$ cat src/hw/rtl/swr_pkg.sv
// shared constants and types for the square window rotate block
// no dependencies
`default_nettype none

package swr_pkg;

    localparam int MAX_DIM_DEF   = 64;
    localparam int WORD_BITS_DEF = 16;
    localparam int DIM_W         = 7;

    localparam logic [1:0] ACT_WRITE  = 2'd0;
    localparam logic [1:0] ACT_ROTATE = 2'd1;
    localparam logic [1:0] ACT_READ   = 2'd2;

    localparam logic ST_DONE    = 1'b0;
    localparam logic ST_REFUSED = 1'b1;

    typedef struct packed {
        logic en;
        logic we;
    } t_mem_ctl;

    typedef struct packed {
        logic done;
        logic status;
    } t_result_flags;

endpackage

`default_nettype wire

$ cat src/hw/rtl/swr_seq.sv
// request sequencer: cell access and in-place window rotation by four-way cycles
// depends on swr_pkg; drives the cell ram
`default_nettype none

module swr_seq
    import swr_pkg::*;
#(
    parameter int MAX_DIM   = MAX_DIM_DEF,
    parameter int WORD_BITS = WORD_BITS_DEF,
    parameter int ADDR_W    = $clog2(MAX_DIM * MAX_DIM)
) (
    input  wire logic                 i_clk,
    input  wire logic                 i_rst_n,
    input  wire logic                 i_start,
    output logic                      o_busy,
    input  wire logic [1:0]           i_action,
    input  wire logic [DIM_W-1:0]     i_row,
    input  wire logic [DIM_W-1:0]     i_col,
    input  wire logic [4:0]           i_radius,
    input  wire logic                 i_direction,
    input  wire logic [WORD_BITS-1:0] i_write_value,
    input  wire logic [DIM_W-1:0]     i_dim,
    output t_mem_ctl                  o_mem_ctl,
    output logic      [ADDR_W-1:0]    o_mem_addr,
    output logic      [WORD_BITS-1:0] o_mem_wdata,
    input  wire logic [WORD_BITS-1:0] i_mem_rdata,
    output t_result_flags             o_result,
    output logic      [WORD_BITS-1:0] o_read_value
);

    typedef enum logic [2:0] {
        S_IDLE = 3'b001,
        S_READ = 3'b010,
        S_ROT  = 3'b100
    } t_state;

    t_state               r_state, n_state;
    logic                 r_done, n_done;
    logic                 r_status, n_status;
    logic [WORD_BITS-1:0] r_rd, n_rd;
    logic [DIM_W-1:0]     r_top, n_top;
    logic [DIM_W-1:0]     r_left, n_left;
    logic [5:0]           r_last, n_last;
    logic [5:0]           r_i, n_i;
    logic [5:0]           r_j, n_j;
    logic [2:0]           r_phase, n_phase;
    logic                 r_dir, n_dir;
    logic [4:0]           r_rad, n_rad;
    logic [WORD_BITS-1:0] r_v [4];
    logic [WORD_BITS-1:0] n_v [4];

    logic             cell_ok, win_ok;
    logic [1:0]       corner, src;
    logic [5:0]       rel_r, rel_c;
    logic [DIM_W-1:0] abs_r, abs_c;
    logic             go;

    assign go = i_start && (r_state == S_IDLE);

    assign cell_ok = (i_row != '0) && (i_row <= i_dim) && (i_col != '0) && (i_col <= i_dim);
    assign win_ok  = ({1'b0, i_row} >= 8'd1 + 8'(i_radius))
                  && ({1'b0, i_row} + 8'(i_radius) <= {1'b0, i_dim})
                  && ({1'b0, i_col} >= 8'd1 + 8'(i_radius))
                  && ({1'b0, i_col} + 8'(i_radius) <= {1'b0, i_dim});

    // reads walk corners 0..3, writes go to corner m (cw) or m+1 (ccw)
    assign corner = r_phase[2] ? (r_phase[1:0] + {1'b0, r_dir}) : r_phase[1:0];
    assign src    = r_phase[1:0] + {1'b0, ~r_dir};

    always_comb begin
        case (corner)
            2'd0: begin
                rel_r = r_i;
                rel_c = r_j;
            end
            2'd1: begin
                rel_r = r_last - r_j;
                rel_c = r_i;
            end
            2'd2: begin
                rel_r = r_last - r_i;
                rel_c = r_last - r_j;
            end
            default: begin
                rel_r = r_j;
                rel_c = r_last - r_i;
            end
        endcase
        if (r_state == S_ROT) begin
            abs_r = r_top + DIM_W'(rel_r);
            abs_c = r_left + DIM_W'(rel_c);
        end else begin
            abs_r = i_row - 1'b1;
            abs_c = i_col - 1'b1;
        end
    end

    assign o_mem_addr = ADDR_W'(ADDR_W'(abs_r) * ADDR_W'(MAX_DIM)) + ADDR_W'(abs_c);

    always_comb begin
        n_state  = r_state;
        n_done   = 1'b0;
        n_status = r_status;
        n_rd     = r_rd;
        n_top    = r_top;
        n_left   = r_left;
        n_last   = r_last;
        n_i      = r_i;
        n_j      = r_j;
        n_phase  = r_phase;
        n_dir    = r_dir;
        n_rad    = r_rad;
        n_v      = r_v;
        o_mem_ctl   = '0;
        o_mem_wdata = i_write_value;
        case (r_state)
            S_IDLE: begin
                if (go) begin
                    case (i_action)
                        ACT_WRITE: begin
                            o_mem_ctl.en = cell_ok;
                            o_mem_ctl.we = cell_ok;
                            n_done   = 1'b1;
                            n_status = cell_ok ? ST_DONE : ST_REFUSED;
                            n_rd     = '0;
                        end
                        ACT_READ: begin
                            if (cell_ok) begin
                                o_mem_ctl.en = 1'b1;
                                n_state      = S_READ;
                            end else begin
                                n_done   = 1'b1;
                                n_status = ST_REFUSED;
                                n_rd     = '0;
                            end
                        end
                        ACT_ROTATE: begin
                            if (win_ok && (i_radius != '0)) begin
                                n_state = S_ROT;
                                n_top   = i_row - 1'b1 - DIM_W'(i_radius);
                                n_left  = i_col - 1'b1 - DIM_W'(i_radius);
                                n_last  = {i_radius, 1'b0};
                                n_rad   = i_radius;
                                n_dir   = i_direction;
                                n_i     = '0;
                                n_j     = '0;
                                n_phase = '0;
                            end else begin
                                n_done   = 1'b1;
                                n_status = win_ok ? ST_DONE : ST_REFUSED;
                                n_rd     = '0;
                            end
                        end
                        default: begin
                            n_done   = 1'b1;
                            n_status = ST_REFUSED;
                            n_rd     = '0;
                        end
                    endcase
                end
            end
            S_READ: begin
                n_done   = 1'b1;
                n_status = ST_DONE;
                n_rd     = i_mem_rdata;
                n_state  = S_IDLE;
            end
            S_ROT: begin
                o_mem_ctl.en = 1'b1;
                o_mem_ctl.we = r_phase[2];
                o_mem_wdata  = r_v[src];
                if ((r_phase != 3'd0) && (r_phase <= 3'd4)) begin
                    n_v[2'(r_phase - 3'd1)] = i_mem_rdata;
                end
                n_phase = r_phase + 3'd1;
                if (r_phase == 3'd7) begin
                    if (r_j == r_last - 6'd1 - r_i) begin
                        if (r_i == 6'(r_rad) - 6'd1) begin
                            n_state  = S_IDLE;
                            n_done   = 1'b1;
                            n_status = ST_DONE;
                            n_rd     = '0;
                        end
                        n_i = r_i + 6'd1;
                        n_j = r_i + 6'd1;
                    end else begin
                        n_j = r_j + 6'd1;
                    end
                end
            end
            default: begin
                n_state = S_IDLE;
            end
        endcase
    end

    always_ff @(posedge i_clk) begin
        if (!i_rst_n) begin
            r_state <= S_IDLE;
            r_done  <= 1'b0;
        end else begin
            r_state <= n_state;
            r_done  <= n_done;
        end
        r_status <= n_status;
        r_rd     <= n_rd;
        r_top    <= n_top;
        r_left   <= n_left;
        r_last   <= n_last;
        r_i      <= n_i;
        r_j      <= n_j;
        r_phase  <= n_phase;
        r_dir    <= n_dir;
        r_rad    <= n_rad;
        r_v      <= n_v;
    end

    assign o_busy          = (r_state != S_IDLE);
    assign o_result.done   = r_done;
    assign o_result.status = r_status;
    assign o_read_value    = r_rd;

endmodule

`default_nettype wire

$ cat config.mk
export PLATFORM = sky130hd
export DESIGN_NAME = swr_seq
export DESIGN_NICKNAME = d
export VERILOG_FILES = /design/src/hw/rtl/swr_pkg.sv /design/src/hw/rtl/swr_seq.sv
export SDC_FILE = /design/constraint.sdc
export NUM_CORES = 1
export LEC_CHECK = 0
export BUFFER_PORTS_ARGS = -buffer_cell sky130_fd_sc_hd__buf_2
export CORE_MARGIN = 3
export CORE_UTILIZATION = 59
export CTS_CLUSTER_DIAMETER = 100
export CTS_CLUSTER_SIZE = 25
export DETAILED_ROUTE_END_ITERATION = 16
export PLACE_DENSITY_LB_ADDON = 0.25
export SLEW_MARGIN = 5
export SYNTH_ARGS = -nofsm -noshare
export SYNTH_HDL_FRONTEND = slang
export SYNTH_SLANG_ARGS = --single-unit
$ cat constraint.sdc
create_clock -name i_clk -period 5.4 [get_ports i_clk]
set_input_delay 0.81 -clock i_clk [delete_from_list [all_inputs] [get_ports i_clk]]
set_output_delay 0.81 -clock i_clk [all_outputs]
set_load 0.05 [all_outputs]
### After elaboration in Yosys (flattened, before gate mapping)

Cells that the tools add are included.

* output and inout bits: 49
* register bits: 119
* word-level logic and storage cells: 159
* input port bits: 64

* add/subtract/negate cells: 21
* multiplexer cells: 63
* magnitude comparators: 10
* bitwise operators: 3
* equal/unequal tests: 22
* reduce and logical (&&, ||, !) cells: 25

Operators by type and width (count)
* 2-to-1 mux 16 bit: 10
* bitwise mux 64 bit: 1
* 2-to-1 mux 6 bit: 8
* case mux 16 bit (3 select lines): 1
* case mux 6 bit (3 select lines): 2
* binary-select mux 16 bit (select 2 bit): 1
* demux 16 bit (select 2 bit): 1
* case mux 16 bit (2 select lines): 1
* 2-to-1 mux 3 bit: 9
* case mux 6 bit (2 select lines): 2
* case mux 3 bit (2 select lines): 3
* subtractor 6 bit: 3
* adder 7 x 5 -> 8 bit: 2
* <= comparator 8 x 7 -> 1 bit: 2
* 2-to-1 mux 1 bit: 15
* >= comparator 7 x 6 -> 1 bit: 2
* <= comparator 7 bit: 2
* AND reduction 7 bit: 2
* nonzero test 7 bit: 2
* adder 12 x 7 -> 12 bit: 1
* adder 6 x 1 -> 6 bit, second input constant: 2
* == test 6 bit: 2
* != test 3 bit, second input constant: 4
* subtractor 6 x 1 -> 6 bit, second input constant: 2
* 37 further kinds: 64

### Depth between registers and ports, before layout

* word-level depth: 10
* gate-level depth with buffers: 21
* depth with buffers taken out: 20

### Least setup slack after synthesis

Ideal clock, no wire load.

* path type: reg-to-output
* start point: reg r_phase[0]
* end point: out o_mem_addr[10]
* required time: 4.590 ns
* path slack: 0.224 ns
* buffers on the path: 3
* data arrival time: 4.366 ns
* cell stages (with the launch flop): 21
* cells stage by stage: edfxtp_1 -> ha_1 -> buf_6 -> nor2b_2 -> or2_1 -> buf_2 -> clkbuf_1 -> a211oi_1 -> a21oi_1 -> fa_1 -> a21o_1 -> a21oi_1 -> o21bai_1 -> a21oi_1 -> xnor2_1 -> nor2_1 -> a21oi_1 -> ha_1 -> ha_1 -> nand3_1 -> xor2_1

* cells in the longest elaborated chain, start to end: 7
* elaborated cells on any way between the ends: 12
* those cells by class: add/sub: 4; eq/ne: 2; mux: 5; reduce/logical: 1

Ends and longest elaborated chain
* start: declaration: RTL line swr_seq.sv:46 `logic [2:0] r_phase, n_phase;`
* start signal: assignment: RTL line swr_seq.sv:212 `r_phase <= n_phase;`
* adder 2 x 1 -> 2 bit: RTL line swr_seq.sv:67 `assign corner = r_phase[2] ? (r_phase[1:0] + {1'b0, r_dir}) : r_phase[1:0];`
* 2-to-1 mux 2 bit (*): RTL line swr_seq.sv:67
* == test 2 bit, or another cell as far along: RTL line swr_seq.sv:71 `case (corner)`
* case mux 6 bit (3 select lines): RTL line swr_seq.sv:71
* adder 7 x 6 -> 7 bit or adder 6 bit (tied branches): RTL line swr_seq.sv:91, swr_seq.sv:90
* 2-to-1 mux 7 bit or 2-to-1 mux 6 bit (tied branches): RTL line swr_seq.sv:89 `if (r_state == S_ROT) begin`
* adder 12 x 7 -> 12 bit (*): RTL line swr_seq.sv:98 `assign o_mem_addr = ADDR_W'(ADDR_W'(abs_r) * ADDR_W'(MAX_DIM)) + ADDR_W'(abs_c);`
* end: declaration: RTL line swr_seq.sv:24 `output logic [ADDR_W-1:0] o_mem_addr,`

Mark *: on every way between the ends. The rest lies on a longest branch, timed or not.

### Final worst setup path

* start point: reg r_j[2]
* end point: out o_mem_addr[11]

* cells in the longest elaborated chain, start to end: 5
* elaborated cells on any way between the ends: 8
* those cells by class: add/sub: 4; mux: 4

Ends and longest elaborated chain
* start: declaration: RTL line swr_seq.sv:45 `logic [5:0] r_j, n_j;`
* start signal: assignment: RTL line swr_seq.sv:211 `r_j <= n_j;`
* subtractor 6 bit: RTL line swr_seq.sv:77, swr_seq.sv:82
* case mux 6 bit (3 select lines): RTL line swr_seq.sv:71
* adder 7 x 6 -> 7 bit or adder 6 bit (tied branches): RTL line swr_seq.sv:91, swr_seq.sv:90
* 2-to-1 mux 7 bit or 2-to-1 mux 6 bit (tied branches): RTL line swr_seq.sv:89
* adder 12 x 7 -> 12 bit (*): RTL line swr_seq.sv:98

Marks and branches as above.

==> metrics.yaml <==
outcome:
  status: "complete, no violations"
flow_run:
  maxCapViolCount: 0
timing:
  whs_ns: 0.575
  fin_ws_ns: 0.264
  setup_violations: 0
  slew-limit-headroom: 0.394
  period_share: 0.951
  slew_viol_final: 0
  setup_tns_ns: 0
  period_minus_slack_ns: 5.14
  fin_skew_ns: 0.00812
  clock.fmax_mhz: 195
  hold_violations: 0
  worstMarginPinSlew_ns: 0.909
clock_tree:
  root_buffer: "clkbuf_16"
  clock_latency_ns: 0.42
  cts_tree: "yes"
  clk_path_buf_depth: 2
  cts.htree.levels: 4
  path_clk_slew_ns: 0.06
  cts-buffers-inserted: 17
  cts.sinks: 119
synthesis:
  muxShareOfSynthArea: 0.0524
  netlist_area_sq_um: 8620
  ys_warn_count: 0
  async_reset_ff_frac: 0
  synth_top_family_by_area: "adder cells"
  synth-main-ff-cell: "edfxtp_1"
  syn_area_per_cell_sq_um: 10.6
  ys_seq_area_frac: 0.410
  yosys.area_share.xor_xnor: 0.0761
  synth.ff_latch_count: 119
  synth_cells: 811
  synth_edf_count: 115
  synth_simple_gate_area_frac: 0.134
  ys_types: 65
  syn-num-nets: 984
  synth_compound_area_frac: 0.122
  synth_fa_ha_area_frac: 0.166
floorplan:
  rows: 43
  die_h_microns: 127
  dieArea_sq_um: 16100
  coreArea_sq_um: 14100
  die_w_microns: 127
  start_util: 0.611
  ios: 113
power:
  switching_power_mw: 0.817
  p_sw_frac: 0.306
  clockPowerShare: 0.387
  powerDensity_nw_per_um2: 267
  pwr-share-comb: 0.220
  intPower_mw: 1.86
  pwr-share-seq: 0.393
  p_leak_nw: 4.39
  ir_drop_mv: 0.320
global_routing:
  grt_max_degree: 38
  antenna_found_initial: 0
  overflow: 0
  track_usage: 0.256
  grt_pass1_vias: 6386
  grt_pass1_wl_mm: 32.3
routing:
  drtAntennaViolNets: 0
  route.vias.total: 6602
  drc_errors: 0
  routed_via_density: 5.85
  drt_iter0_markers: 513
  dr.pass1.iters: 5
  post_drt_wl_per_cell_microns: 18.2
  wl_mm: 20.5
worst_setup_path:
  critPathBufInv: 2
  cp.depth: 20
  endpoint_kind: "output port"
  reg2reg_depth: 12
  slowest_delay_ns: 0.51
  required_ns: 4.59
  slowest_stage: "edfxtp_1"
  path_class: "flip-flop to output port"
  path_cells: "inv_1, ha_1, o21a_1, o31a_1, or2_1, a21oi_1, xor2_1, o21ai_1, xor2_1, mux2i_1, ha_1, a21oi_1, xnor2_1, nor2_1, a21oi_2, ha_2, nand3_1, nor3b_2, xnor2_1, buf_4"
  rrSetupSlack_ns: 1.97
  critPathTopFamily: "compound AO/OA/AOI/OAI gates"
  arrival_ns: 4.33
  crit_fanout: 5
  setup.worst_path.start_class: "flip-flop"
min_path:
  hold_class: "primary input to flip-flop"
  min_delay_path_depth: 1
finish:
  n_antenna_cell: 0
  mostFrequentLayoutCells: "edfxtp_1 (115), buf_2 (110), ha_1 (99)"
  final_common_cell: "edfxtp_1"
  n_fill_cell: 1039
  drive_above_1_share: 0.213
  fin_nets: 1108
  regArea_sq_um: 3530
  multiInputGateArea_sq_um: 4780
  areaGrowthSynthToFinish_pct: 16.3
  final_core_util: 0.711
place:
  pre_cts_ws_ns: 0.392
  dp_hpwl_mm: 14.8
  io_buffers: 112
  gp_congestion: 0.943
-- cell families (layout without fill, tap and decap cells) --
kind of cell / after synthesis / count (layout)
buffers and inverters: 84 / 221
muxes: 25 / 25
adders and majority gates: 109 / 109
xor gates and xnor gates: 74 / 74
DFF: 119 / 119
AOI/OAI and AO/OA: 166 / 166
and+or+nand+nor: 234 / 234
-- path summary, 6_finish.rpt --
kind                                 from                             to
setup / recovery     r_j[2]$_SDFFCE_PN0P_                 o_mem_addr[11]
hold / removal                i_direction                r_dir$_DFFE_PP_
setup reg to reg      r_last[1]$_DFFE_PP_  o_read_value[9]$_SDFFCE_PP0P_
hold reg to reg   r_state[2]$_SDFFE_PN0P_           r_i[1]$_SDFFCE_PN0P_
-- power by group through the flow --
stage / Clock [mW] / Sequential (mW) / Combinational (mW)
5_1_grt: 1.08 / 1.05 / 0.652
2_1_floorplan: 0 / 1.10 / 0.398
3_3_place_gp: 0 / 1.07 / 0.564
3_5_place_dp: 0 / 1.07 / 0.577
4_1_cts: 1.04 / 1.05 / 0.583
6_report: 1.03 / 1.05 / 0.589
-- registers in the layout (all words and copies together), names as in the netlist, 3 cells and up --
| register | flops |
|---|---|
| r_i | 6 |
| r_left | 7 |
| r_phase | 3 |
| r_last | 5 |
| r_v | 64 |
| r_top | 6 |
| r_j | 6 |
| r_state | 3 |
| o_read_value | 16 |
-- what timing repair did --
item,4_1_cts,5_1_grt
hold buffers,0,0
resized for setup,0,13
buffers inserted,0,8
endpoints found under the setup margin,0,4
-- cell usage after synthesis, types with 18 or more instances --
cell	instances	area share
a21o_1	25	0.022
a21oi_1	64	0.037
nand3_1	18	0.010
o21ai_0	29	0.017
inv_1	56	0.024
ha_1	100	0.15
xor2_1	30	0.030
nor2_1	42	0.018
xnor2_1	43	0.044
edfxtp_1	115	0.40
and2_1	21	0.015
nand2_1	80	0.035
-- routing by layer --
layer	GRT usage	part of all wire	wire [microns]
met1	0.338	0.43	8810
met4	0.0965	0.029	594
met2	0.417	0.48	9960
met3	0.0535	0.057	1180
met5	0	0	0
-- stage by stage --
| step | cells | cell area, sq um | total power, mW |
|---|---|---|---|
| 4_1_cts | 1120 | 9930 | 2.68 |
| 5_1_grt | 1128 | 10000 | 2.78 |
| 2_1_floorplan | 811 | 8620 | 1.50 |
| 6_report | 1128 | 10000 | 2.67 |
| 3_5_place_dp | 1088 | 9380 | 1.65 |
| 3_3_place_gp | 1088 | 9380 | 1.63 |
-- layout make-up --
cell class,count,share of cell area
well taps,180,0.0225
clock inverters,14,0.0117
inverters,57,0.0214
multi-input cells,608,0.477
flip-flops and latches,119,0.353
clock buffers,18,0.0428
repair buffers,132,0.0714
Note: power is estimated with default switching activity, not from simulation.
